--- src/rtl/fstp_pkg.sv ---
// Shared types and constants for the fixed-timestep frame pacer.
// No dependencies; imported by every other design file except fstp_checker.
package fstp_pkg;

    localparam int ACC_W   = 40;
    localparam int CNT_W   = 64;
    localparam int DIV_N_W = 64;
    localparam int DIV_D_W = 40;
    localparam int ITER_W  = 6;
    localparam int PROD_W  = 60;

    // frames/s in 1/256 units: frames * 1e6 us/s * 256
    localparam logic [27:0] RATE_SCALE = 28'd256000000;
    localparam logic [ACC_W-1:0] ACC_MAX = '1;

    // step division: 40-bit dividend left aligned, 40 iterations
    localparam logic [ITER_W-1:0] STEP_ITERS = 6'd40;
    // rate division: 60-bit product left aligned, 60 iterations
    localparam logic [ITER_W-1:0] RATE_ITERS = 6'd60;

    typedef enum logic [1:0] {
        REG_STEP_PERIOD = 2'd0,
        REG_MAX_FRAME   = 2'd1,
        REG_MAX_STEPS   = 2'd2,
        REG_RATE_WINDOW = 2'd3
    } cfg_idx_t;

    // controller -> datapath
    typedef struct packed {
        logic load_in;   // capture raw delta, clamp, bump frame and uptime
        logic accum;     // add delta to step and window accumulators
        logic step_div;  // start accumulator / period
        logic take_n;    // pick step count from quotient or cap
        logic mul_np;    // n * period
        logic sub_np;    // retire released steps
        logic rate_mul;  // window frames * scale
        logic rate_div;  // start product / window time
        logic rate_sat;  // store saturated quotient, clear window
        logic rate_ff;   // empty window closed: all ones, clear window
        logic out_load;  // copy results into output register
    } fstp_cmd_t;

    // datapath -> controller
    typedef struct packed {
        logic div_busy;
        logic period_zero;
        logic win_close;
        logic wt_zero;
    } fstp_stat_t;

endpackage

--- src/rtl/fstp_div.sv ---
// Radix-2 restoring divider, one quotient bit per cycle.
// Uses fstp_pkg widths; instantiated by fstp_dpath.
module fstp_div
    import fstp_pkg::*;
(
    input  logic                 aclk,
    input  logic                 aresetn,
    input  logic                 start,
    input  logic [DIV_N_W-1:0]   dividend,
    input  logic [DIV_D_W-1:0]   divisor,
    input  logic [ITER_W-1:0]    iters,
    output logic                 busy,
    output logic [DIV_N_W-1:0]   quotient
);

    logic                busy_reg, busy_next;
    logic [ITER_W-1:0]   cnt_reg, cnt_next;
    logic [DIV_D_W-1:0]  rem_reg, rem_next;
    logic [DIV_N_W-1:0]  quo_reg, quo_next;
    logic [DIV_D_W-1:0]  dvs_reg, dvs_next;
    logic [DIV_D_W:0]    trial;
    logic [DIV_D_W:0]    diff;
    logic                ge;

    assign trial = {rem_reg, quo_reg[DIV_N_W-1]};
    assign ge    = trial >= {1'b0, dvs_reg};
    assign diff  = trial - {1'b0, dvs_reg};

    always_comb begin
        busy_next = busy_reg;
        cnt_next  = cnt_reg;
        rem_next  = rem_reg;
        quo_next  = quo_reg;
        dvs_next  = dvs_reg;
        if (start) begin
            busy_next = 1'b1;
            cnt_next  = iters;
            rem_next  = '0;
            quo_next  = dividend;
            dvs_next  = divisor;
        end else if (busy_reg) begin
            rem_next = ge ? diff[DIV_D_W-1:0] : trial[DIV_D_W-1:0];
            quo_next = {quo_reg[DIV_N_W-2:0], ge};
            cnt_next = cnt_reg - 1'b1;
            if (cnt_reg == ITER_W'(1)) begin
                busy_next = 1'b0;
            end
        end
    end

    always_ff @(posedge aclk) begin
        if (!aresetn) begin
            busy_reg <= 1'b0;
            cnt_reg  <= '0;
        end else begin
            busy_reg <= busy_next;
            cnt_reg  <= cnt_next;
        end
        rem_reg <= rem_next;
        quo_reg <= quo_next;
        dvs_reg <= dvs_next;
    end

    assign busy     = busy_reg;
    assign quotient = quo_reg;

endmodule

--- src/rtl/fstp_dpath.sv ---
// Datapath: configuration, accumulators, counters, shared divider, output register.
// Depends on fstp_pkg and fstp_div.
module fstp_dpath
    import fstp_pkg::*;
(
    input  logic               aclk,
    input  logic               aresetn,
    input  logic               cfg_we,
    input  logic [1:0]         cfg_idx,
    input  logic [31:0]        cfg_wdata,
    input  logic [31:0]        s_raw_delta,
    input  fstp_cmd_t          cmd,
    output fstp_stat_t         stat,
    output logic [31:0]        m_frame_delta,
    output logic [7:0]         m_pending_steps,
    output logic [63:0]        m_frame_total,
    output logic [63:0]        m_step_total,
    output logic [63:0]        m_uptime,
    output logic [31:0]        m_frame_rate
);

    // configuration
    logic [19:0] period_reg;
    logic [31:0] max_frame_reg;
    logic [7:0]  max_steps_reg;
    logic [23:0] window_reg;

    // running state
    logic [ACC_W-1:0] acc_reg;
    logic [CNT_W-1:0] frames_reg;
    logic [CNT_W-1:0] steps_reg;
    logic [CNT_W-1:0] elapsed_reg;
    logic [ACC_W-1:0] wtime_reg;
    logic [31:0]      wframes_reg;
    logic [31:0]      rate_reg;

    // per-item scratch
    logic [31:0]       delta_reg;
    logic [7:0]        n_reg;
    logic [27:0]       np_reg;
    logic [PROD_W-1:0] prod_reg;

    // output register
    logic [31:0] o_delta_reg;
    logic [7:0]  o_steps_reg;
    logic [63:0] o_frames_reg;
    logic [63:0] o_stotal_reg;
    logic [63:0] o_uptime_reg;
    logic [31:0] o_rate_reg;

    logic [ACC_W:0]     acc_sum;
    logic [ACC_W:0]     wt_sum;
    logic [ACC_W-1:0]   acc_sat;
    logic [ACC_W-1:0]   wt_sat;
    logic [7:0]         n_pick;
    logic               div_busy;
    logic               div_start;
    logic [DIV_N_W-1:0] div_dividend;
    logic [DIV_D_W-1:0] div_divisor;
    logic [ITER_W-1:0]  div_iters;
    logic [DIV_N_W-1:0] div_quo;

    assign acc_sum = {1'b0, acc_reg} + {9'b0, delta_reg};
    assign wt_sum  = {1'b0, wtime_reg} + {9'b0, delta_reg};
    assign acc_sat = acc_sum[ACC_W] ? ACC_MAX : acc_sum[ACC_W-1:0];
    assign wt_sat  = wt_sum[ACC_W] ? ACC_MAX : wt_sum[ACC_W-1:0];

    always_comb begin
        if (period_reg == '0) begin
            n_pick = max_steps_reg;
        end else if ((div_quo[39:8] != '0) || (div_quo[7:0] > max_steps_reg)) begin
            n_pick = max_steps_reg;
        end else begin
            n_pick = div_quo[7:0];
        end
    end

    assign div_start    = cmd.step_div | cmd.rate_div;
    assign div_dividend = cmd.rate_div ? {prod_reg, 4'b0} : {acc_reg, 24'b0};
    assign div_divisor  = cmd.rate_div ? wtime_reg : {20'b0, period_reg};
    assign div_iters    = cmd.rate_div ? RATE_ITERS : STEP_ITERS;

    fstp_div u_div (
        .aclk     (aclk),
        .aresetn  (aresetn),
        .start    (div_start),
        .dividend (div_dividend),
        .divisor  (div_divisor),
        .iters    (div_iters),
        .busy     (div_busy),
        .quotient (div_quo)
    );

    // config writes
    always_ff @(posedge aclk) begin
        if (!aresetn) begin
            period_reg    <= 20'd16667;
            max_frame_reg <= 32'd250000;
            max_steps_reg <= 8'd5;
            window_reg    <= 24'd500000;
        end else if (cfg_we) begin
            unique case (cfg_idx_t'(cfg_idx))
                REG_STEP_PERIOD: period_reg    <= cfg_wdata[19:0];
                REG_MAX_FRAME:   max_frame_reg <= cfg_wdata;
                REG_MAX_STEPS:   max_steps_reg <= cfg_wdata[7:0];
                REG_RATE_WINDOW: window_reg    <= cfg_wdata[23:0];
                default: ;
            endcase
        end
    end

    // running state
    always_ff @(posedge aclk) begin
        if (!aresetn) begin
            acc_reg     <= '0;
            frames_reg  <= '0;
            steps_reg   <= '0;
            elapsed_reg <= '0;
            wtime_reg   <= '0;
            wframes_reg <= '0;
            rate_reg    <= '0;
        end else begin
            if (cmd.load_in) begin
                frames_reg  <= frames_reg + 64'd1;
                elapsed_reg <= elapsed_reg + {32'b0, s_raw_delta};
            end
            if (cmd.accum) begin
                acc_reg   <= acc_sat;
                wtime_reg <= wt_sat;
                if (wframes_reg != '1) begin
                    wframes_reg <= wframes_reg + 32'd1;
                end
            end
            if (cmd.sub_np) begin
                acc_reg   <= acc_reg - {12'b0, np_reg};
                steps_reg <= steps_reg + {56'b0, n_reg};
            end
            if (cmd.rate_sat) begin
                rate_reg    <= (div_quo[63:32] != '0) ? '1 : div_quo[31:0];
                wtime_reg   <= '0;
                wframes_reg <= '0;
            end
            if (cmd.rate_ff) begin
                rate_reg    <= '1;
                wtime_reg   <= '0;
                wframes_reg <= '0;
            end
        end
    end

    // scratch and output payload
    always_ff @(posedge aclk) begin
        if (cmd.load_in) begin
            delta_reg <= (s_raw_delta < max_frame_reg) ? s_raw_delta : max_frame_reg;
        end
        if (cmd.take_n) begin
            n_reg <= n_pick;
        end
        if (cmd.mul_np) begin
            np_reg <= {20'b0, n_reg} * {8'b0, period_reg};
        end
        if (cmd.rate_mul) begin
            prod_reg <= {28'b0, wframes_reg} * {32'b0, RATE_SCALE};
        end
        if (cmd.out_load) begin
            o_delta_reg  <= delta_reg;
            o_steps_reg  <= n_reg;
            o_frames_reg <= frames_reg;
            o_stotal_reg <= steps_reg;
            o_uptime_reg <= elapsed_reg;
            o_rate_reg   <= rate_reg;
        end
    end

    assign stat.div_busy    = div_busy;
    assign stat.period_zero = (period_reg == '0);
    assign stat.win_close   = (wtime_reg >= {16'b0, window_reg});
    assign stat.wt_zero     = (wtime_reg == '0);

    assign m_frame_delta   = o_delta_reg;
    assign m_pending_steps = o_steps_reg;
    assign m_frame_total   = o_frames_reg;
    assign m_step_total    = o_stotal_reg;
    assign m_uptime        = o_uptime_reg;
    assign m_frame_rate    = o_rate_reg;

endmodule

--- src/rtl/fstp_ctrl.sv ---
// Sequencer for one frame item: accumulate, step division, rate window, output.
// Depends on fstp_pkg command and status structs.
module fstp_ctrl
    import fstp_pkg::*;
(
    input  logic       aclk,
    input  logic       aresetn,
    input  logic       s_valid,
    output logic       s_ready,
    output logic       m_valid,
    input  logic       m_ready,
    input  fstp_stat_t stat,
    output fstp_cmd_t  cmd
);

    typedef enum logic [3:0] {
        ST_IDLE,
        ST_ACCUM,
        ST_STEP_GO,
        ST_STEP_WAIT,
        ST_TAKE_N,
        ST_MUL,
        ST_SUB,
        ST_RATE_CHK,
        ST_RATE_MUL,
        ST_RATE_GO,
        ST_RATE_WAIT,
        ST_RATE_END,
        ST_OUT
    } state_t;

    state_t state_reg, state_next;
    logic   m_valid_reg, m_valid_next;
    logic   out_free;

    assign out_free = !m_valid_reg || m_ready;

    always_comb begin
        state_next   = state_reg;
        m_valid_next = m_valid_reg && !m_ready;
        cmd          = '0;
        unique case (state_reg)
            ST_IDLE: begin
                if (s_valid) begin
                    cmd.load_in = 1'b1;
                    state_next  = ST_ACCUM;
                end
            end
            ST_ACCUM: begin
                cmd.accum  = 1'b1;
                state_next = ST_STEP_GO;
            end
            ST_STEP_GO: begin
                if (stat.period_zero) begin
                    state_next = ST_TAKE_N;
                end else begin
                    cmd.step_div = 1'b1;
                    state_next   = ST_STEP_WAIT;
                end
            end
            ST_STEP_WAIT: begin
                if (!stat.div_busy) state_next = ST_TAKE_N;
            end
            ST_TAKE_N: begin
                cmd.take_n = 1'b1;
                state_next = ST_MUL;
            end
            ST_MUL: begin
                cmd.mul_np = 1'b1;
                state_next = ST_SUB;
            end
            ST_SUB: begin
                cmd.sub_np = 1'b1;
                state_next = ST_RATE_CHK;
            end
            ST_RATE_CHK: begin
                if (!stat.win_close) begin
                    state_next = ST_OUT;
                end else if (stat.wt_zero) begin
                    cmd.rate_ff = 1'b1;
                    state_next  = ST_OUT;
                end else begin
                    state_next = ST_RATE_MUL;
                end
            end
            ST_RATE_MUL: begin
                cmd.rate_mul = 1'b1;
                state_next   = ST_RATE_GO;
            end
            ST_RATE_GO: begin
                cmd.rate_div = 1'b1;
                state_next   = ST_RATE_WAIT;
            end
            ST_RATE_WAIT: begin
                if (!stat.div_busy) state_next = ST_RATE_END;
            end
            ST_RATE_END: begin
                cmd.rate_sat = 1'b1;
                state_next   = ST_OUT;
            end
            ST_OUT: begin
                if (out_free) begin
                    cmd.out_load = 1'b1;
                    m_valid_next = 1'b1;
                    state_next   = ST_IDLE;
                end
            end
            default: state_next = ST_IDLE;
        endcase
    end

    always_ff @(posedge aclk) begin
        if (!aresetn) begin
            state_reg   <= ST_IDLE;
            m_valid_reg <= 1'b0;
        end else begin
            state_reg   <= state_next;
            m_valid_reg <= m_valid_next;
        end
    end

    assign s_ready = (state_reg == ST_IDLE);
    assign m_valid = m_valid_reg;

endmodule

--- src/rtl/fixed_timestep_frame_pacer_unit.sv ---
// Top level of the fixed-timestep frame pacer: controller plus datapath.
// Depends on fstp_pkg, fstp_ctrl, fstp_dpath (which holds fstp_div).
//
//  channel  | handshake           | payload
//  ---------+---------------------+------------------------------------------
//  input    | s_valid / s_ready   | s_raw_delta[31:0]
//  result   | m_valid / m_ready   | m_frame_delta, m_pending_steps,
//           |                     | m_frame_total, m_step_total, m_uptime,
//           |                     | m_frame_rate
//  config   | cfg_we (no wait)    | cfg_idx[1:0], cfg_wdata[31:0]
//
// One item at a time. Each item computes accumulator/period in 40 iterations of
// the shared radix-2 divider; with a zero step period the division is skipped.
// When the rate window closes the same divider runs 60 more iterations for
// frames*256e6/window_time, or gives all ones if the window time is zero.
// Reset (aresetn low, synchronous) restores default config and zeroes all
// counters and accumulators. A finished result sits in the output register;
// the next item is accepted while it waits, and processing stalls only at
// the final load step if the previous result has not yet been taken.
module fixed_timestep_frame_pacer_unit
    import fstp_pkg::*;
(
    input  logic        aclk,
    input  logic        aresetn,
    // configuration
    input  logic        cfg_we,
    input  logic [1:0]  cfg_idx,
    input  logic [31:0] cfg_wdata,
    // input items
    input  logic        s_valid,
    output logic        s_ready,
    input  logic [31:0] s_raw_delta,
    // result items
    output logic        m_valid,
    input  logic        m_ready,
    output logic [31:0] m_frame_delta,
    output logic [7:0]  m_pending_steps,
    output logic [63:0] m_frame_total,
    output logic [63:0] m_step_total,
    output logic [63:0] m_uptime,
    output logic [31:0] m_frame_rate
);

    fstp_cmd_t  cmd;
    fstp_stat_t stat;

    // sequencer: walks each frame through its phases
    fstp_ctrl u_ctrl (
        .aclk    (aclk),
        .aresetn (aresetn),
        .s_valid (s_valid),
        .s_ready (s_ready),
        .m_valid (m_valid),
        .m_ready (m_ready),
        .stat    (stat),
        .cmd     (cmd)
    );

    // arithmetic, state and output register
    fstp_dpath u_dpath (
        .aclk            (aclk),
        .aresetn         (aresetn),
        .cfg_we          (cfg_we),
        .cfg_idx         (cfg_idx),
        .cfg_wdata       (cfg_wdata),
        .s_raw_delta     (s_raw_delta),
        .cmd             (cmd),
        .stat            (stat),
        .m_frame_delta   (m_frame_delta),
        .m_pending_steps (m_pending_steps),
        .m_frame_total   (m_frame_total),
        .m_step_total    (m_step_total),
        .m_uptime        (m_uptime),
        .m_frame_rate    (m_frame_rate)
    );

endmodule

--- config.mk ---
export PLATFORM = sky130hd
export DESIGN_NAME = fixed_timestep_frame_pacer_unit
export DESIGN_NICKNAME = d
export VERILOG_FILES = /design/src/rtl/fstp_pkg.sv /design/src/rtl/fstp_div.sv /design/src/rtl/fstp_dpath.sv /design/src/rtl/fstp_ctrl.sv /design/src/rtl/fixed_timestep_frame_pacer_unit.sv
export SDC_FILE = /design/constraint.sdc
export NUM_CORES = 2
export LEC_CHECK = 0
export BUFFER_PORTS_ARGS = -buffer_cell sky130_fd_sc_hd__buf_2
export CAP_MARGIN = 10
export CORE_MARGIN = 4
export CORE_UTILIZATION = 55
export CTS_CLUSTER_DIAMETER = 30
export DETAILED_ROUTE_END_ITERATION = 16
export GPL_ROUTABILITY_DRIVEN = 1
export PLACE_DENSITY = 0.73
export SLEW_MARGIN = 40
export SYNTH_ARGS = -nofsm -noshare
export SYNTH_HDL_FRONTEND = slang
export SYNTH_SLANG_ARGS = --single-unit
--- constraint.sdc ---
create_clock -name aclk -period 38.1 [get_ports aclk]
set_clock_uncertainty 0.1 [all_clocks]
set_input_delay 1.905 -clock aclk [delete_from_list [all_inputs] [get_ports aclk]]
set_output_delay 1.905 -clock aclk [all_outputs]
set_load 0.005 [all_outputs]
* After elaboration in Yosys (flattened, before gate mapping)
Cells that the tools add are included.
Word-level totals: flip-flop bits (word level) 954, input bits 71, output and inout port bits 266, word-level logic and storage cells 135
Operators by class: add/sub/neg operators 9, multiply operators 2, $lt $le $gt $ge 4, equality and inequality tests 21, muxes and demuxes 47, bitwise gates (word level) 2, reductions and logical operators 21
Operator list (number):
- 40-bit 2-to-1 mux | 5
- 64-bit 2-to-1 mux | 3
- 32-bit 2-to-1 mux | 4
- 40-bit by 32-bit adder with 41-bit output | 2
- 64-bit by 1-bit adder with 64-bit output (second input constant) | 1
- 64-bit by 32-bit adder with 64-bit output | 1
- 64-bit by 8-bit adder with 64-bit output | 1
- 32-bit nonzero test | 2
- 4-bit one-hot mux with 13 select lines | 1
- 32-bit by 14-bit multiplier with 46-bit output (second input constant) | 1
- 41-bit by 40-bit >= comparator with 1-bit output | 1
- 40-bit by 24-bit >= comparator with 1-bit output | 1
- 40-bit zero test | 1
- 40-bit by 28-bit subtractor with 40-bit output | 1
- 40-bit subtractor | 1
- 32-bit by 1-bit adder with 32-bit output (second input constant) | 1
- 32-bit less-than comparator | 1
- 32-bit != test (second input constant) | 1
- 8-bit by 20-bit multiplier with 28-bit output | 1
- 1-bit 2-to-1 mux | 21
- 4-bit == test (second input constant) | 5
- 20-bit zero test | 1
- 20-bit 2-to-1 mux | 1
- 4-bit by 3-bit == test with 1-bit output (second input constant) | 4
- 25 further kinds | 44

* Depth between registers and ports, before layout
depth after elaboration 5, gate-level depth with buffers 22, gate-level depth less buffers 21

* Cells and area by module
Synthesis repeated with hierarchy kept, for this count alone.
Second synthesis, totals: cells, all modules 5830, area total of the unflattened synthesis 59074.2 um2
Modules (own cells, without submodules):
- fstp_dpath | times used 1, cells an instance 4973, area each 50133.1 um2, sequential area each 19759.0 um2
- fstp_div | times used 1, cells an instance 794, area each 8475.6 um2, sequential area each 4063.9 um2
- fstp_ctrl | times used 1, cells an instance 63, area each 465.4 um2, sequential area each 100.1 um2

* Least setup slack after synthesis
No wires, ideal clock.
path type input to register, start in m_ready, end reg u_dpath.o_delta_reg[0], in the netlist u_dpath.m_frame_delta[0] (enable), library setup time 1.212 ns, arrival time 19.697 ns, required time 36.788 ns, setup slack 17.091 ns, stages 2, path buffers 0, cells stage by stage nor2b_1 -> nor3_1
RTL lines:
- from (decl) | RTL line fixed_timestep_frame_pacer_unit.sv:35 | input logic m_ready,
- to (signal assigned) | RTL line fstp_dpath.sv:166 | o_delta_reg <= delta_reg;
- to (decl) | RTL line fstp_dpath.sv:44 | logic [31:0] o_delta_reg;

* Worst setup path in the final report
start reg u_dpath.wframes_reg[6], end reg u_dpath.prod_reg[55], data pin
Between the ends: word-level cells in the longest chain between the ends 1
Ends and longest elaborated chain:
- from (decl) | RTL line fstp_dpath.sv:34 | logic [31:0] wframes_reg;
- from (signal assigned) | RTL line fstp_dpath.sv:131 | wframes_reg <= wframes_reg + 32'd1;
- 32-bit by 14-bit multiplier with 46-bit output | RTL line fstp_dpath.sv:163 | prod_reg <= {28'b0, wframes_reg} * {32'b0, RATE_SCALE};
- to (signal assigned) | RTL line fstp_dpath.sv:163
- to (decl) | RTL line fstp_dpath.sv:41 | logic [PROD_W-1:0] prod_reg;
No other way between the ends. A chain may end at the register's enable or synchronous reset.

==> metrics.yaml <==
status: "finished, final reports clean"
area_delta_synth_final_pct: 16.8
cts_hold_buf: 0
leakagePower_nw: 29.3
crit_path_start_kind: "flop"
ys_warn_count: 0
cts_tree: "built"
wl_mm: 161
finalHoldViolations: 0
grt_pass1_vias: 45500
p_int_w: 0.00254
cpMostUsedCell: "fa_1"
critical_path.startpoint: "u_dpath.wframes_reg[6]"
grt.total_usage_pct: 28.4
end_kind: "flop"
switching_share_pct: 29.8
synth_flop_cell: "edfxtp_1"
synth-edff-count: 482
initial_utilization_pct: 55.4
die_x_um: 334
r2r_end: "u_dpath.prod_reg[55]"
cts_buffers: 193
path_class: "flop to flop"
firstDrtPassIters: 6
seq_area_frac_synth_pct: 40.9
hold_end: "u_dpath.m_frame_rate[31]"
clockBufferDepth: 3
gp_congestion: 0.937
clock-sinks: 954
hold_path_depth: 0
setup_tns_ns: 0
final_area_sq_um: 68300
p_switching_w: 0.00108
syn_nets: 6736
wl_met3_mm: 11.2
seqPwrFrac_pct: 33.4
postCtsSetupRepairBufs: 0
grt_max_degree: 95
dp_hpwl_mm: 116
combPwrFrac_pct: 19.3
dieArea_sq_um: 111000
min-delay-path-class: "flop to flop"
relSlewSlack_pct: 40.7
finalSetupViolations: 0
worstPathMaxFanout: 8
fillers: 8411
maxCapViolations: 0
powerDensity_nw_per_um2: 53.0
ir_drop_uv: 39.1
chipHeight_um: 334
io_buffers: 336
core_area_sq_um: 105000
antenna_found_initial: 6
placed_area_sq_um: 61400
viasPerCell: 5.89
mostFrequentLayoutCell: "nand2_1"
syn_avg_cell_area_sq_um: 9.82
wl_met2_mm: 75.3
syn_inst: 5947
io_pins: 337
htreeDepth: 4
fin_crit_ns: 6.89
critPathTopFamily: "adder cells"
nets: 7068
reg2reg_depth: 21
first_iter_violations: 4203
topRoutingLayerUsed: "met5"
mostFrequentLayoutCells: "nand2_1, inv_1, edfxtp_1"
ant_nets: 0
cp_cell_sequence: "inv_1 -> fa_1 -> inv_1 -> fa_1 -> fa_1 -> fa_1 -> ha_1 -> inv_1 -> fa_1 -> inv_1 -> ha_1 -> a211oi_1 -> nand2_1 -> a311o_1 -> o21ai_1 -> a211oi_1 -> or3_1 -> a311o_1 -> nor2_1 -> o31ai_1 -> xor2_1"
max_stage_delay_ns: 0.57
final.period_utilization_pct: 18.1
clkLatencyLatePin_ns: 0.79
timing.rr.start: "u_dpath.wframes_reg[6]"
cp_slowest_cell: "fa_1"
row_count: 119
overflow: 0
p_clk_share_pct: 47.3
vias: 46200
wl_met1_mm: 68.3
r2r_setup_slack_ns: 31.21
rsz0062_at_grt: "false"
grt_first_pass_wirelength_mm: 253
drive_gt1_share_pct: 13.3
drc: 0
async_reset_ff_share_pct: 0
maxSlewViolCount: 0
fmax_mhz: 145
worst_pin_slew_ns: 0.884
synth_cell_types: 93
root_buffer: "clkbuf_16"
routedWlPerCell_um: 20.5
worstPathBufferInverterCount: 4
ys_seq_elements: 954
path_clk_slew_ns: 0.05
required_ns: 38.50
cts_resized: 0
netlist_area_sq_um: 58400
worstPathArrival_ns: 7.29
hold_start: "u_dpath.rate_reg[31]"
[metrics by stage]
stage / power (W) / setup WS [ns] / utilization [%] / instances / hold WS, ns
2_1_floorplan: 0.00173 / 17.09 / - / 5947 / 0.306
3_3_place_gp: 0.00189 / 31.35 / 58.1 / 7468 / 0.318
3_5_place_dp: 0.00190 / 31.28 / 58.3 / 7473 / 0.316
4_1_cts: 0.00362 / 31.25 / 64.7 / 7840 / 0.327
5_1_grt: 0.00378 / 30.93 / 64.7 / 7843 / 0.332
6_report: 0.00362 / 31.21 / 64.8 / 7845 / 0.328
[power by group through the flow]
stage	sequential, W	clock (W)	combinational (W)
6_report	0.00121	0.00171	0.000697
5_1_grt	0.00121	0.00179	0.000775
4_1_cts	0.00121	0.00173	0.000688
3_5_place_dp	0.00122	0	0.000681
3_3_place_gp	0.00122	0	0.000664
2_1_floorplan	0.00119	0	0.000541
[cells by family (layout without fill, tap and decap cells)]
logic type               count (synthesis)  after routing  synth area share [%]
multiplexers                            81             81                  1.46
flip-flops                             954            954                  40.9
AO/OA/AOI/OAI                         1276           1276                  14.1
AND/OR/NAND/NOR                       1820           1820                  14.9
other                                    0              3                     0
XOR/XNOR                               330            330                  4.95
buffers and inverters                  768           1272                  5.02
adder cells (fa/ha/maj)                718            718                  18.6
[layout make-up]
cell class | instances | area [sq um] | share of cell area (%)
well taps | 1391 | 1740 | 2.55
flip-flops and latches | 954 | 23900 | 35.0
repair buffers | 386 | 2150 | 3.14
clock buffers | 235 | 5170 | 7.58
inverters | 519 | 1960 | 2.86
multi-input cells | 4225 | 31700 | 46.4
diodes | 3 | 7.51 | 0.0110
clock inverters | 132 | 1630 | 2.38
[synthesized netlist by cell type (22+ instances only)]
| cell | count | area, sq um |
|---|---|---|
| o21bai_1 | 34 | 255 |
| o21a_1 | 39 | 293 |
| and3_1 | 93 | 582 |
| nor3_1 | 83 | 415 |
| nand2b_1 | 51 | 319 |
| a31oi_1 | 39 | 244 |
| o22ai_1 | 65 | 407 |
| nand3_1 | 132 | 661 |
| dfxtp_1 | 472 | 9450 |
| o21ai_0 | 229 | 1150 |
| nor4_1 | 66 | 413 |
| fa_1 | 249 | 4980 |
| mux2_2 | 32 | 360 |
| nand4_1 | 80 | 500 |
| a211oi_1 | 42 | 315 |
| a21oi_1 | 413 | 2070 |
| o221ai_1 | 22 | 193 |
| xor2_1 | 113 | 990 |
| a21o_1 | 145 | 1090 |
| and2_1 | 120 | 751 |
| or3_1 | 62 | 388 |
| ha_1 | 469 | 5870 |
| nor2b_1 | 39 | 244 |
| o211ai_1 | 36 | 270 |
| xnor2_1 | 217 | 1900 |
| inv_1 | 518 | 1940 |
| o221a_2 | 33 | 372 |
| clkbuf_1 | 220 | 826 |
| mux2i_1 | 49 | 490 |
| nor2_1 | 373 | 1400 |
| edfxtp_1 | 482 | 14500 |
| nand2_1 | 643 | 2410 |
[worst register-to-register path: cells and delay by family (launching register included)]
family                   cells  cell delay (ns)
adder cells (fa/ha/maj)      7             3.21
flip-flops                   1             0.55
AND/OR/NAND/NOR              3             0.71
XOR/XNOR                     1             0.17
buffers and inverters        4             0.36
AO/OA/AOI/OAI                6             1.53
[per-layer routing]
layer  vias to the layer above  GRT usage, %
li1                      21800             -
met1                     22500          37.8
met2                      1638          46.2
met3                       342          5.18
met4                         2          11.2
met5                         -             0
[how the worst max path moves through the flow]
stage                                to  slack (ns)  cells after the start
4_1_cts            u_dpath.prod_reg[55]       31.25                     21
2_1_floorplan  u_dpath.m_frame_delta[0]       17.09                      2
3_5_place_dp       u_dpath.prod_reg[53]       31.28                     21
6_report           u_dpath.prod_reg[55]       31.21                     21
3_3_place_gp       u_dpath.prod_reg[58]       31.35                     21
5_1_grt            u_dpath.prod_reg[58]       30.93                     21
Note: power is estimated with default switching activity, not from simulation.
